$ cat src/hdl/tlps_pkg.sv
// ----------------------------------------------------------------------------
// tlps_pkg: shared types and constants of the two-level priority scheduler
// Item layouts, result codes, sizing constants and the in-source ordering.
// ----------------------------------------------------------------------------
package tlps_pkg;

  localparam int NUM_SOURCES = 16;
  localparam int QUEUE_DEPTH = 16;
  localparam int SRC_W  = (NUM_SOURCES > 1) ? $clog2(NUM_SOURCES) : 1;
  localparam int SLOT_W = (QUEUE_DEPTH > 1) ? $clog2(QUEUE_DEPTH) : 1;
  localparam int CNT_W  = $clog2(QUEUE_DEPTH + 1);
  localparam int IDX_W  = (CNT_W > SRC_W + 1) ? CNT_W : SRC_W + 1;
  localparam int ADDR_W = SRC_W + SLOT_W;

  // Result status codes.
  localparam logic [1:0] ST_OK    = 2'd0;
  localparam logic [1:0] ST_EMPTY = 2'd1;
  localparam logic [1:0] ST_FULL  = 2'd2;

  // Operation codes of the mode field.
  localparam logic MODE_ADD = 1'b0;
  localparam logic MODE_POP = 1'b1;

  typedef struct packed {
    logic        mode;
    logic [3:0]  source_id;
    logic [9:0]  item_tag;
    logic [7:0]  priority_req;
    logic [15:0] cost;
    logic [15:0] ready_time;
  } in_item_t;

  typedef struct packed {
    logic [1:0]  status;
    logic [9:0]  out_tag;
    logic [3:0]  out_source;
    logic [15:0] out_cost;
    logic [7:0]  out_priority;
    logic [15:0] out_ready_time;
    logic        still_pending;
  } res_item_t;

  // One stored queue entry.
  typedef struct packed {
    logic [9:0]  tag;
    logic [7:0]  prio;
    logic [15:0] cost;
    logic [15:0] ready;
  } entry_t;

  // Commands from the controller to the datapath.
  typedef struct packed {
    logic accept;
    logic add_exec;
    logic scan_step;
    logic pick;
    logic sh_rd;
    logic sh_wr;
    logic dec;
    logic h_rd;
    logic h_cmp;
    logic h_com;
    logic out_load;
  } cmd_t;

  // Status from the datapath to the controller.
  typedef struct packed {
    logic scan_last;
    logic found;
    logic idx_lt_lim;
    logic lim_one;
    logic out_free;
  } stat_t;

  // True if entry a ranks strictly ahead of entry b inside one source.
  function automatic logic entry_better(entry_t a, entry_t b);
    logic r;
    if (a.prio != b.prio) begin
      r = a.prio > b.prio;
    end else if (a.cost != b.cost) begin
      r = a.cost < b.cost;
    end else begin
      r = a.ready < b.ready;
    end
    return r;
  endfunction

endpackage

$ cat src/hdl/tlps_ctrl.sv
// ----------------------------------------------------------------------------
// tlps_ctrl: sequencing state machine of the scheduler
// Steps the datapath through add, source scan, shift and head rescan.
// ----------------------------------------------------------------------------
module tlps_ctrl import tlps_pkg::*; (
  input  logic  clk,
  input  logic  rst_n,
  input  logic  in_valid,
  input  logic  in_mode,
  output logic  in_ready,
  input  stat_t stat,
  output cmd_t  cmd
);

  typedef enum logic [10:0] {
    S_IDLE = 11'b00000000001,
    S_ADD  = 11'b00000000010,
    S_SCAN = 11'b00000000100,
    S_PICK = 11'b00000001000,
    S_SHRD = 11'b00000010000,
    S_SHWR = 11'b00000100000,
    S_DEC  = 11'b00001000000,
    S_HRD  = 11'b00010000000,
    S_HCMP = 11'b00100000000,
    S_HCOM = 11'b01000000000,
    S_OUT  = 11'b10000000000
  } state_t;

  state_t state_r, state_nxt;

  // State register.
  always_ff @(posedge clk) begin
    if (!rst_n) begin
      state_r <= S_IDLE;
    end else begin
      state_r <= state_nxt;
    end
  end

  assign in_ready = (state_r == S_IDLE);

  // Next state and commands.
  always_comb begin
    state_nxt = state_r;
    cmd       = '0;
    unique case (state_r)
      S_IDLE: begin
        if (in_valid) begin
          cmd.accept = 1'b1;
          state_nxt  = (in_mode == MODE_ADD) ? S_ADD : S_SCAN;
        end
      end
      S_ADD: begin
        cmd.add_exec = 1'b1;
        state_nxt    = S_OUT;
      end
      S_SCAN: begin
        cmd.scan_step = 1'b1;
        if (stat.scan_last) state_nxt = S_PICK;
      end
      S_PICK: begin
        cmd.pick  = 1'b1;
        state_nxt = stat.found ? S_SHRD : S_OUT;
      end
      S_SHRD: begin
        if (stat.idx_lt_lim) begin
          cmd.sh_rd = 1'b1;
          state_nxt = S_SHWR;
        end else begin
          state_nxt = S_DEC;
        end
      end
      S_SHWR: begin
        cmd.sh_wr = 1'b1;
        state_nxt = S_SHRD;
      end
      S_DEC: begin
        cmd.dec   = 1'b1;
        state_nxt = stat.lim_one ? S_OUT : S_HRD;
      end
      S_HRD: begin
        if (stat.idx_lt_lim) begin
          cmd.h_rd  = 1'b1;
          state_nxt = S_HCMP;
        end else begin
          state_nxt = S_HCOM;
        end
      end
      S_HCMP: begin
        cmd.h_cmp = 1'b1;
        state_nxt = S_HRD;
      end
      S_HCOM: begin
        cmd.h_com = 1'b1;
        state_nxt = S_OUT;
      end
      S_OUT: begin
        if (stat.out_free) begin
          cmd.out_load = 1'b1;
          state_nxt    = S_IDLE;
        end
      end
      default: state_nxt = S_IDLE;
    endcase
  end

endmodule

$ cat config.mk
export PLATFORM = sky130hd
export DESIGN_NAME = tlps_ctrl
export DESIGN_NICKNAME = d
export VERILOG_FILES = /design/src/hdl/tlps_pkg.sv /design/src/hdl/tlps_ctrl.sv
export SDC_FILE = /design/constraint.sdc
export NUM_CORES = 1
export LEC_CHECK = 0
export ABC_AREA = 0
export BUFFER_PORTS_ARGS = -buffer_cell sky130_fd_sc_hd__buf_2
export CAP_MARGIN = 20
export CORE_MARGIN = 2
export CORE_UTILIZATION = 35
export DETAILED_ROUTE_END_ITERATION = 8
export GPL_ROUTABILITY_DRIVEN = 0
export PLACE_DENSITY = 0.66
export SKIP_LAST_GASP = 1
export SLEW_MARGIN = 20
export SYNTH_ARGS = -nofsm -noshare
export SYNTH_HDL_FRONTEND = slang
export SYNTH_SLANG_ARGS = --single-unit
$ cat constraint.sdc
create_clock -name clk -period 3.4 [get_ports clk]
set_input_delay 0 -clock clk [delete_from_list [all_inputs] [get_ports clk]]
set_output_delay 0 -clock clk [all_outputs]
set_load 0.02 [all_outputs]
After elaboration in Yosys (flattened, before gate mapping) --
Index checks and enable logic that the tools add are counted.
Word-level totals: input port bits 9, flip-flop bits (word level) 11
Cells by class: eq/ne operators 14, multiplexer cells 23, reductions and logical operators 2
Operator list (number):
- $pmux W11 S10 | 1
- $mux W11 | 5
- $mux W1 | 14
- $eq A11 B1 Y1 const B | 1
- $eq A11 B10 Y1 const B | 1
- $eq A11 B11 Y1 const B | 1
- $eq A11 B2 Y1 const B | 1
- $eq A11 B3 Y1 const B | 1
- $eq A11 B4 Y1 const B | 1
- $eq A11 B5 Y1 const B | 1
- $eq A11 B6 Y1 const B | 1
- $eq A11 B7 Y1 const B | 1
- $eq A11 B8 Y1 const B | 1
- $eq A11 B9 Y1 const B | 1
- $mux W10 | 1
- $mux W7 | 1
- $ne A2 B2 Y1 const B | 3
- $mux W3 | 1
- $reduce_and A3 Y1 | 1
- $reduce_or A2 Y1 | 1

Longest topological paths before layout --
Gate-level depths: netlist (run 1).
depth after elaboration 3, gate-level depth with buffers 6, mapped depth without buffers 4

Worst setup path before layout (run 1) --
No wires, ideal clock.
path kind register to register, from register state_r[6], to register state_r[1], stages on the path, launching flop included 6, clock period less this slack 2.094 ns, library setup time 0.060 ns, slack 1.306 ns, arrival 2.034 ns, cell sequence dfxtp_1 buf_6 or4_4 nor4_2 and2_1 and3b_1
On the way: word-level cells in the longest chain between the ends 3, elaborated cells on any way between the ends 17
Ends and longest elaborated chain:
- from (decl) | RTL line tlps_ctrl.sv:29 | state_t state_r, state_nxt;
- from (signal assigned) | RTL line tlps_ctrl.sv:36 | state_r <= state_nxt;
- $eq A11 B1 Y1 (*)
- via in_ready | RTL line tlps_ctrl.sv:10 | output logic in_ready,
- $ne A2 B2 Y1 (no line)
- $reduce_and A3 Y1 (no line)
The timed path passes the listed nets; every way through them passes the cells marked *. A chain may end at the register's enable or synchronous reset.

==> results_tabular.tex, run 1 <==
\begin{tabular}{lr}
\hline
Metric & Value \\
\hline
\multicolumn{2}{l}{\textbf{STA}} \\
\quad Final number of setup-violating endpoints & 0 \\
\quad Period Utilization, post-route & 0.592 \\
\quad Number of slew-limit violations in the final report & 0 \\
\quad Worst setup margin & 1390 ps \\
\quad Setup TNS Final & 0 ps \\
\quad Final clock skew & 1.60 ps \\
\quad Remaining max-slew budget at the tightest pin & 0.563 \\
\quad RSZ-0062 raised after global routing & no \\
\quad Top achievable clock speed & 0.497 GHz \\
\quad Worst-Margin Slew & 649 ps \\
\quad Worst hold margin & -0.0292 ps \\
\quad Endpoints failing hold & 1 \\
\quad Shortest clock period the worst path allows after layout & 2010 ps \\
\multicolumn{2}{l}{\textbf{Drt}} \\
\quad Antenna-violating nets left & 0 \\
\quad Final routed wirelength across all metal layers & 1910 um \\
\quad Via/cell ratio & 5.72 \\
\quad Average detailed-routed wire length per instance & 13.9 um \\
\quad First drt pass iteration count & 4 \\
\quad DR vias & 783 \\
\quad Detailed router's first-iteration violation count & 22 \\
\quad DRC errors left & 0 \\
\multicolumn{2}{l}{\textbf{Global routing}} \\
\quad Global-route wire length before repair & 3340 um \\
\quad Total global routing track utilization & 0.174 \\
\quad Largest net degree at the start of global routing & 12 \\
\quad Number of antenna violations at the first check in global routing & 0 \\
\quad Total congestion overflow after global routing & 0 \\
\quad Number of global-route vias before repair & 730 \\
\multicolumn{2}{l}{\textbf{Synth}} \\
\quad Synth top cells by count & 11 x dfxtp\_1, 6 x nor4\_1, 5 x nand2b\_1, 5 x nor3b\_1, 5 x o21ai\_0 \\
\quad Sequential share of the synthesized area & 0.281 \\
\quad XOR/XNOR share of the synthesized area & 0.0335 \\
\quad Number of flops mapped to enable cells by yosys & 0 \\
\quad Compound-Gate Fraction of Synth Area & 0.137 \\
\quad Average instance area after synthesis & 8.81 um\^{}2 \\
\quad Most repeated cell in the gate-level netlist after synthesis & dfxtp\_1 \\
\quad Unique masters post-synth & 38 \\
\quad Fraction of synthesized cell area taken by the top area cell type & 0.281 \\
\quad Synth warnings & 0 \\
\quad Commonest register cell after synthesis & dfxtp\_1 \\
\quad Library cell with the largest summed area after synthesis & dfxtp\_1 \\
\quad Synthesized-area fraction occupied by adder cells & 0 \\
\quad Synthesized Nets & 98 \\
\quad Cell area after synthesis & 785 um\^{}2 \\
\quad Leading cell types by total area after synthesis & dfxtp\_1 28\%, nor4\_2 6.4\%, nor3b\_1 4.8\% \\
\quad Flip-flop and latch count after synthesis & 11 \\
\quad Main combinational cell family by area after synthesis & simple AND/OR/NAND/NOR gates \\
\quad Fraction of synthesized area in multiplexers & 0 \\
\quad Ys async rst share & 0 \\
\quad Gate count after technology mapping & 89 \\
\quad Fraction of the mapped netlist area in simple logic gates & 0.498 \\
\multicolumn{2}{l}{\textbf{Worst setup path}} \\
\quad Largest fanout on the critical path & 8 \\
\quad Required time at the worst-slack endpoint & 3400 ps \\
\quad Endpoint of the most critical register-to-register path & state\_r[0] \\
\quad Start of the worst register-to-register path & state\_r[3] \\
\quad Worst setup slack for register-to-register paths & 1510 ps \\
\quad Arrival time of data at the critical path endpoint & 2010 ps \\
\quad Worst Setup Path Type & reg2out \\
\quad Timing startpoint of the critical path & state\_r[10] \\
\quad Worst Setup EP & cmd[8] \\
\quad Sort of element at the start of the critical path & flip-flop \\
\quad Crit end category & output pin \\
\quad Worst R2R Path Depth & 4 \\
\multicolumn{2}{l}{\textbf{Clocking}} \\
\quad H-tree depth & 1 \\
\quad Number of setup buffers added after CTS & 0 \\
\quad Skew-Pair Late Insertion Delay & 280 ps \\
\quad CTS clock-pin slew for the worst setup and hold paths & 70 ps \\
\quad Num CTS Buffers & 3 \\
\quad Largest buffer count on any clock path & 2 \\
\quad Root Buffer & clkbuf\_4 \\
\quad CTS tree & built \\
\quad Clock sink count & 11 \\
\multicolumn{2}{l}{\textbf{Floorplan}} \\
\quad Die Area & 0.00264 mm\^{}2 \\
\quad Die Wd & 51.3 um \\
\quad Initial standard-cell utilization of the core & 0.362 \\
\quad Core region area & 0.00217 mm\^{}2 \\
\quad Top Ports & 21 \\
\quad Number of standard-cell rows in the floorplan & 17 \\
\quad Die Y-Extent & 51.3 um \\
\multicolumn{2}{l}{\textbf{Power}} \\
\quad Power per Cell Area & 314 mW/mm\^{}2 \\
\quad Static leakage & 0.389 nW \\
\quad Worst supply voltage drop on vdd & 223 uV \\
\multicolumn{2}{l}{\textbf{Finish}} \\
\quad Top reg by flops & state\_r \\
\quad Total number of nets in the final design & 119 \\
\quad Largest register FFs & 11 \\
\quad Largest regs & state\_r: 11 flops \\
\quad Number of diodes & 0 \\
\quad Ratio of cells with drive above 1 in the final layout & 0.339 \\
\quad Synthesis-to-finish area growth & 18.2\% \\
\multicolumn{2}{l}{\textbf{Outcome}} \\
\quad Violated checks & negative hold slack \\
\quad Outcome & complete, but fails checks \\
\multicolumn{2}{l}{\textbf{Hold path}} \\
\quad Class of the tightest hold or removal check & in2reg \\
\multicolumn{2}{l}{\textbf{Placement}} \\
\quad Placement Setup Slack & 1520 ps \\
\quad Detailed Place HPWL & 1450 um \\
\quad Buffers on Ports & 20 \\
\multicolumn{2}{l}{\textbf{Flow run}} \\
\quad Max Cap Violations & 0 \\
\hline
\end{tabular}
per-stage QoR:
step	hold WS [ps]	power (W)	instance area (um^2)	util	cells
finish	-0.0292	0.000291	927	0.427	137
global route	12.1	0.000304	927	0.427	137
CTS	2.90	0.000292	927	0.427	137
detailed placement	217	0.000200	891	0.411	132
global placement	216	0.000199	891	0.411	132
floorplan	75.8	0.000183	785	-	89
repair_timing:
item	in CTS	in global routing
hold buffers	1	0
endpoints found under the hold margin	1	0
gates resized for setup	0	0
layout make-up:
| type | instances | area, um^2 |
|---|---|---|
| fillers | 228 | 1240 |
| clock buffers | 4 | 26.3 |
| multi-input cells | 70 | 524 |
| well taps | 28 | 35.0 |
| flip-flops and latches | 11 | 220 |
| inverters | 3 | 11.3 |
| repair buffers | 21 | 110 |
where the power goes:
part	internal, W	switching, W
Combinational	0.0000259	0.0000318
Sequential	0.000132	0.00000800
Clock	0.0000456	0.0000475
placed cells by master (no fill, tap or decap), types with 2 or more instances in the layout:
master,synthesis,final
buf_2,2,20
dfxtp_1,11,11
nor4_1,6,6
nand2b_1,5,5
nor3b_1,5,5
o21ai_0,5,5
nor4_2,4,4
nor2_1,3,3
or4_4,3,3
inv_1,3,3
clkbuf_4,0,3
nand2_1,2,2
or3_1,2,2
nor4b_1,2,2
or2_2,2,2
or4b_1,2,2
or4_1,2,2
and2_1,2,2
nor3_2,2,2
a21oi_1,2,2
nor3_1,2,2
and3b_1,2,2
a31oi_1,2,2
xor2_1,2,2
kinds of logic (layout without fill, tap and decap cells):
group	after synthesis	in the layout
AOI/OAI and AO/OA	15	15
xor gates and xnor gates	3	3
buffers and inverters	8	28
DFF	11	11
and+or+nand+nor	52	52
critical path, cell delays in order (launching register included):
cell and delay, ps:
dfxtp_1 370, or4_4 610, or4_4 530, inv_1 70
buf_2 150
worst min-delay path by stage:
| stage | startpoint | end | slack (ps) | cells after the start |
|---|---|---|---|---|
| after floorplan | stat[2] | state_r[9] | 80 | 1 |
| after global placement | stat[2] | state_r[9] | 220 | 2 |
| after detailed placement | stat[2] | state_r[9] | 220 | 2 |
| after CTS | in_mode | state_r[1] | 3 | 2 |
| after global routing | rst_n | state_r[2] | 10 | 2 |
| final | in_mode | state_r[1] | -0.03 | 2 |
per-layer routing:
metal | vias to the layer above | GRT usage | routed length (um)
li1 | 389 | - | -
met1 | 360 | 0.244 | 922
met2 | 29 | 0.240 | 830
met3 | 5 | 0.0263 | 100
met4 | 0 | 0.118 | 55
met5 | - | 0 | 0
No activity file was read; power rests on OpenSTA's default activity.
==> inputs of run 2 (changes only) <==
--- a/config.mk
+++ b/config.mk
@@ -12,7 +12,7 @@
 export CORE_UTILIZATION = 35
 export DETAILED_ROUTE_END_ITERATION = 8
 export GPL_ROUTABILITY_DRIVEN = 0
-export PLACE_DENSITY = 0.66
+export PLACE_DENSITY = 0.68
 export SKIP_LAST_GASP = 1
 export SLEW_MARGIN = 20
 export SYNTH_ARGS = -nofsm -noshare
==> constraint.sdc (replaced) <==
create_clock -name clk -period 1.71 [get_ports clk]
set_input_delay 0 -clock clk [delete_from_list [all_inputs] [get_ports clk]]
set_output_delay 0 -clock clk [all_outputs]
set_load 0.02 [all_outputs]
==> run 2 against run 1 <==
Against the previous run: the flow finishes with violations (negative setup slack); sequential power grew 93%; sequential share of layout area shrank 6.8 points; clock skew is 3.8 ps higher; cell count up 20%; cell area increased by 48%; critical path type unchanged; critical endpoint is now cmd[6]; largest cell class unchanged.
==> results_tabular.tex, run 2 (synthesized netlist as in run 1, its figures left out) <==
\begin{tabular}{lr}
\hline
Metric & Value \\
\hline
\multicolumn{2}{l}{\textbf{Worst setup path}} \\
\quad Crit end category & output pin \\
\quad Worst setup slack for register-to-register paths & -120 ps \\
\quad CP Depth & 5 \\
\quad Worst R2R Path Depth & 5 \\
\quad Longest individual stage delay on the worst path & 570 ps \\
\quad Sequence of cells on the critical path & or4\_4 > buf\_4 > nor4\_4 > and2\_4 > buf\_4 \\
\quad Worst Setup Path Type & reg2out \\
\quad Buffers \& Inverters on Critical Path & 2 \\
\quad Arrival time of data at the critical path endpoint & 1840 ps \\
\quad Crit-path leading delay family & simple AND/OR/NAND/NOR gates \\
\quad Required time at the worst-slack endpoint & 1710 ps \\
\quad Sort of element at the start of the critical path & flip-flop \\
\quad Largest fanout on the critical path & 5 \\
\quad Slowest stage cell on the critical path & or4\_4 \\
\quad Critical path's most frequent cell & buf\_4 \\
\multicolumn{2}{l}{\textbf{Global routing}} \\
\quad Largest net degree at the start of global routing & 9 \\
\quad Total congestion overflow after global routing & 0 \\
\quad Met3 Usage GRT & 0.0263 \\
\quad Number of antenna violations at the first check in global routing & 0 \\
\quad Number of global-route vias before repair & 935 \\
\quad Global routing met1 resource utilization & 0.274 \\
\quad Global-route wire length before repair & 4230 um \\
\quad Total global routing track utilization & 0.211 \\
\quad Met2 Resource Use GR & 0.357 \\
\quad Layer carrying the most global-route usage & met2 \\
\multicolumn{2}{l}{\textbf{Placement}} \\
\quad Detailed Place HPWL & 1690 um \\
\quad Number of placed cells counting well taps & 146 \\
\quad Placement Setup Slack & -39.8 ps \\
\quad Buffers on Ports & 20 \\
\multicolumn{2}{l}{\textbf{Outcome}} \\
\quad Outcome & complete, but fails checks \\
\quad Violated checks & negative setup slack \\
\multicolumn{2}{l}{\textbf{Flow run}} \\
\quad Max Cap Violations & 0 \\
\multicolumn{2}{l}{\textbf{Finish}} \\
\quad Synthesis-to-finish area growth & 75.4\% \\
\quad Ratio of cells with drive above 1 in the final layout & 0.650 \\
\quad Total number of nets in the final design & 147 \\
\quad Commonest non-fill, non-tap cell in the layout & buf\_4 \\
\quad Number of diodes & 0 \\
\quad Filler Cells Inserted & 176 \\
\quad Top library cells by usage in the layout, fill and taps aside & 28 x buf\_4, 11 x buf\_6, 9 x buf\_2 \\
\quad Largest register FFs & 11 \\
\quad Post-layout utilization of the core & 0.634 \\
\quad Top reg by flops & state\_r \\
\quad Largest regs & state\_r: 11 flops \\
\quad Cell Count, Final, Fillers Out & 165 \\
\multicolumn{2}{l}{\textbf{STA}} \\
\quad Endpoints failing hold & 0 \\
\quad Shortest clock period the worst path allows after layout & 1840 ps \\
\quad RSZ-0062 raised after global routing & yes \\
\quad Final number of setup-violating endpoints & 19 \\
\quad Period Utilization, post-route & 1.07 \\
\quad Remaining max-slew budget at the tightest pin & 0.769 \\
\quad Top achievable clock speed & 0.545 GHz \\
\quad Final clock skew & 5.40 ps \\
\quad Number of slew-limit violations in the final report & 0 \\
\quad Worst setup margin & -126 ps \\
\quad Worst-Margin Slew & 338 ps \\
\multicolumn{2}{l}{\textbf{Drt}} \\
\quad First drt pass iteration count & 4 \\
\quad Final routed wirelength across all metal layers & 2930 um \\
\quad Average detailed-routed wire length per instance & 17.7 um \\
\quad Antenna-violating nets left & 0 \\
\quad DRC errors left & 0 \\
\quad Via/cell ratio & 5.73 \\
\quad Detailed router's first-iteration violation count & 21 \\
\quad DR vias & 945 \\
\multicolumn{2}{l}{\textbf{Floorplan}} \\
\quad Number of standard-cell rows in the floorplan & 17 \\
\quad Die Wd & 51.3 um \\
\quad Top Ports & 21 \\
\quad Core region area & 0.00217 mm\^{}2 \\
\quad Die Area & 0.00264 mm\^{}2 \\
\quad Initial standard-cell utilization of the core & 0.362 \\
\quad Die Y-Extent & 51.3 um \\
\multicolumn{2}{l}{\textbf{Power}} \\
\quad Overall power consumption & 0.000668 W \\
\quad Internal power component & 0.000451 W \\
\quad Sequential fraction of design power & 0.405 \\
\quad Net Sw Frac & 0.325 \\
\quad Static leakage & 0.577 nW \\
\quad Combinational Power Share & 0.314 \\
\quad Net Sw Power & 0.000217 W \\
\quad Power per Cell Area & 485 mW/mm\^{}2 \\
\quad Clock share of power & 0.281 \\
\quad Worst supply voltage drop on vdd & 399 uV \\
\multicolumn{2}{l}{\textbf{Clocking}} \\
\quad Skew-Pair Late Insertion Delay & 270 ps \\
\quad Largest buffer count on any clock path & 2 \\
\quad Num CTS Buffers & 3 \\
\quad Root Buffer & clkbuf\_4 \\
\quad CTS clock-pin slew for the worst setup and hold paths & 80 ps \\
\quad CTS tree & built \\
\quad H-tree depth & 1 \\
\quad Clock sink count & 11 \\
\multicolumn{2}{l}{\textbf{Hold path}} \\
\quad Min-Delay Path Depth & 2 \\
\quad Class of the tightest hold or removal check & in2reg \\
\hline
\end{tabular}
[run 2: cell count changes in the layout (fill, tap and decap cells not counted), sizes merged]
cell	change
buf	+28
[run 2: area by class of cell]
cell class | instances | area [um^2] | share of cell area
multi-input cells | 70 | 681 | 0.495
repair buffers | 49 | 389 | 0.283
flip-flops and latches | 11 | 234 | 0.170
well taps | 28 | 35.0 | 0.0255
clock buffers | 4 | 26.3 | 0.0191
inverters | 3 | 11.3 | 0.00818
[run 2: repair_timing]
| item | CTS | global route |
|---|---|---|
| cloned | 0 | 0 |
| pin swaps | 10 | 9 |
| resized for setup | 29 | 23 |
| buffers inserted | 7 | 7 |
| hold buffers | 1 | 0 |
| hold endpoints to repair | 1 | 0 |
| setup endpoints to repair | 19 | 19 |
[run 2: through the flow]
stage | cell area (um^2) | hold slack (ps) | setup TNS, ps
after global placement | 1040 | 212 | -26.9
after floorplan | 828 | 75.8 | -243
final | 1380 | 2.95 | -1320
after global routing | 1380 | 4.90 | -2490
after CTS | 1230 | 2.18 | -941
after detailed placement | 1040 | 211 | -87.7
[run 2: power groups by stage]
stage	Sequential [W]	Combinational (W)	Clock [W]
after detailed placement	0.000276	0.000156	0
final	0.000270	0.000210	0.000187
after global placement	0.000275	0.000155	0
after global routing	0.000270	0.000224	0.000201
after floorplan	0.000273	0.000107	0
after CTS	0.000271	0.000186	0.000186
[run 2: final timing paths]
kind,startpoint,endpoint
setup / recovery,state_r[7],cmd[6]
hold / removal,in_mode,state_r[1]
setup reg to reg,state_r[10],state_r[0]
hold reg to reg,state_r[10],state_r[0]
[run 2: per-layer routing]
metal	wire [um]	vias to the layer above
li1	-	445
met1	1300	468
met2	1450	26
met3	122	6
met4	51	0
met5	0	-
==> inputs of run 3 (changes only) <==
--- a/config.mk
+++ b/config.mk
@@ -6,15 +6,17 @@
 export NUM_CORES = 1
 export LEC_CHECK = 0
 export ABC_AREA = 0
-export BUFFER_PORTS_ARGS = -buffer_cell sky130_fd_sc_hd__buf_2
 export CAP_MARGIN = 20
 export CORE_MARGIN = 2
 export CORE_UTILIZATION = 35
 export DETAILED_ROUTE_END_ITERATION = 8
+export DONT_BUFFER_PORTS = 1
 export GPL_ROUTABILITY_DRIVEN = 0
-export PLACE_DENSITY = 0.68
+export MAX_ROUTING_LAYER = met4
+export PLACE_DENSITY = 0.6
 export SKIP_LAST_GASP = 1
 export SLEW_MARGIN = 20
 export SYNTH_ARGS = -nofsm -noshare
 export SYNTH_HDL_FRONTEND = slang
 export SYNTH_SLANG_ARGS = --single-unit
+export TNS_END_PERCENT = 50
==> run 3 against run 2 <==
Against the previous run: the flow still finishes with violations (negative setup slack); combinational power down 5%; first-iteration DRC count up 4.8%; cell area fell by 12%; via count decreased by 8.9%; critical path depth is 1 lower; flip-flop and latch count is the same; maximum frequency is essentially flat; global-route usage down 1.1 points; cell count down 7.9%; worst hold slack improved by 5.6 ps; die area is the same.
==> results_tabular.tex, run 3 (synthesized netlist as in run 1, its figures left out) <==
\begin{tabular}{lr}
\hline
Metric & Value \\
\hline
\multicolumn{2}{l}{\textbf{STA}} \\
\quad Final number of setup-violating endpoints & 10 \\
\quad RSZ-0062 raised after global routing & yes \\
\quad Number of slew-limit violations in the final report & 0 \\
\quad Final clock skew & 2.14 ps \\
\quad Period Utilization, post-route & 1.07 \\
\quad Endpoints failing hold & 0 \\
\quad Worst hold margin & 8.58 ps \\
\quad Worst-Margin Slew & 317 ps \\
\quad Top achievable clock speed & 0.545 GHz \\
\quad Remaining max-slew budget at the tightest pin & 0.783 \\
\quad Shortest clock period the worst path allows after layout & 1840 ps \\
\quad Worst setup margin & -126 ps \\
\quad Setup TNS Final & -535 ps \\
\multicolumn{2}{l}{\textbf{Worst setup path}} \\
\quad Sort of element at the start of the critical path & flip-flop \\
\quad Largest fanout on the critical path & 5 \\
\quad Worst setup slack for register-to-register paths & -40 ps \\
\quad Arrival time of data at the critical path endpoint & 1840 ps \\
\quad Required time at the worst-slack endpoint & 1710 ps \\
\quad Worst Setup Path Type & reg2out \\
\quad Crit end category & output pin \\
\multicolumn{2}{l}{\textbf{Floorplan}} \\
\quad Number of standard-cell rows in the floorplan & 17 \\
\quad Initial standard-cell utilization of the core & 0.362 \\
\quad Core region area & 0.00217 mm\^{}2 \\
\quad Die Y-Extent & 51.3 um \\
\quad Die Wd & 51.3 um \\
\quad Die Area & 0.00264 mm\^{}2 \\
\quad Top Ports & 21 \\
\multicolumn{2}{l}{\textbf{Drt}} \\
\quad Via/cell ratio & 5.66 \\
\quad Antenna-violating nets left & 0 \\
\quad Length of routed met3 wiring & 99 um \\
\quad DRC errors left & 0 \\
\quad Average detailed-routed wire length per instance & 15.1 um \\
\quad DR vias & 861 \\
\quad Detailed router's first-iteration violation count & 22 \\
\quad Routed length on met2 & 1140 um \\
\quad Highest routing layer actually used & met4 \\
\quad Final routed wirelength across all metal layers & 2290 um \\
\quad Met1 routed wirelength after detailed routing & 1010 um \\
\quad First drt pass iteration count & 4 \\
\multicolumn{2}{l}{\textbf{Placement}} \\
\quad Detailed Place HPWL & 1630 um \\
\quad Buffers on Ports & 0 \\
\quad Placement-stage cell area & 0.00101 mm\^{}2 \\
\multicolumn{2}{l}{\textbf{Power}} \\
\quad Worst supply voltage drop on vdd & 367 uV \\
\quad Power per Cell Area & 534 mW/mm\^{}2 \\
\quad Static leakage & 0.480 nW \\
\multicolumn{2}{l}{\textbf{Finish}} \\
\quad Largest register FFs & 11 \\
\quad Total number of nets in the final design & 134 \\
\quad Top reg by flops & state\_r \\
\quad Number of diodes & 0 \\
\quad Synthesis-to-finish area growth & 54.4\% \\
\quad Largest regs & state\_r: 11 flops \\
\quad Final standard cell area without fillers & 0.00121 mm\^{}2 \\
\quad Ratio of cells with drive above 1 in the final layout & 0.476 \\
\quad Post-layout utilization of the core & 0.558 \\
\quad Top library cells by usage in the layout, fill and taps aside & 27 x buf\_4, 7 x dlygate4sd3\_1, 6 x nor4\_4, 6 x dfxtp\_1 \\
\quad Filler Cells Inserted & 200 \\
\quad Commonest non-fill, non-tap cell in the layout & buf\_4 \\
\multicolumn{2}{l}{\textbf{Outcome}} \\
\quad Violated checks & negative setup slack \\
\quad Outcome & complete, but fails checks \\
\multicolumn{2}{l}{\textbf{Flow run}} \\
\quad Max Cap Violations & 0 \\
\multicolumn{2}{l}{\textbf{Clocking}} \\
\quad Root Buffer & clkbuf\_4 \\
\quad Skew-Pair Late Insertion Delay & 270 ps \\
\quad Clock sink count & 11 \\
\quad Num CTS Buffers & 3 \\
\quad H-tree depth & 1 \\
\quad CTS clock-pin slew for the worst setup and hold paths & 70 ps \\
\quad CTS tree & built \\
\quad Largest buffer count on any clock path & 2 \\
\multicolumn{2}{l}{\textbf{Global routing}} \\
\quad Number of antenna violations at the first check in global routing & 0 \\
\quad Number of global-route vias before repair & 848 \\
\quad Largest net degree at the start of global routing & 9 \\
\quad Total global routing track utilization & 0.200 \\
\quad Total congestion overflow after global routing & 0 \\
\quad Global-route wire length before repair & 3920 um \\
\multicolumn{2}{l}{\textbf{Hold path}} \\
\quad Class of the tightest hold or removal check & in2reg \\
\hline
\end{tabular}
==> run 3: cell count changes in the layout (fill, tap and decap cells not counted), moves of 2 or more <==
cell,previous run,this run
or4b_4,2,0
buf_6,11,2
nor4b_1,0,2
dfxtp_1,4,6
dlygate4sd3_1,1,7
dfxtp_4,2,0
buf_2,9,0
==> run 3: cell type report <==
class	instances	area, um^2	area share
Sequential cell	11	226	0.187
Timing Repair Buffer	36	295	0.244
Clock buffer	4	26.3	0.0217
Inverter	3	13.8	0.0114
Tap cell	28	35.0	0.0289
Multi-Input combinational cell	70	614	0.507
==> run 3: path summary, 6_finish.rpt <==
| kind | from | endpoint | cells after the start |
|---|---|---|---|
| setup / recovery | state_r[6] | cmd[10] | 4 |
| setup reg to reg | state_r[6] | state_r[1] | 5 |
| hold / removal | in_valid | state_r[0] | 2 |
| hold reg to reg | state_r[7] | state_r[9] | 3 |
==> run 3: what timing repair did <==
action | CTS | global route
endpoints found under the hold margin | 9 | 0
setup endpoints to repair | 12 | 20
pin swaps | 9 | 3
hold buffers | 7 | 0
setup buffers | 4 | 1
gates resized for setup | 10 | 7
==> run 3: where the power goes <==
group          internal, W  switching, W
logic            0.0000970      0.000102
clock network    0.0000904     0.0000879
registers         0.000263    0.00000653
total             0.000450      0.000196
==> run 3: through the flow <==
stage               setup WS (ps)  instances  power [W]
floorplan                   -89.5         89   0.000380
detailed placement          -37.9        136   0.000423
global placement             25.8        136   0.000421
CTS                         -93.8        151   0.000636
finish                       -126        152   0.000647
global route                 -152        152   0.000674
==> run 3: per-layer routing <==
layer  up-vias  GRT usage
li1        419          -
met1       407      0.257
met2        28      0.325
met3         7     0.0175
met4         0     0.0789
met5         -          -
==> run 3: critical path, cell delays in order (launching register included) <==
cell and delay [ps]:
dfxtp_2 330, or4_4 610, nor4_4 310, and2_4 200, buf_6 110
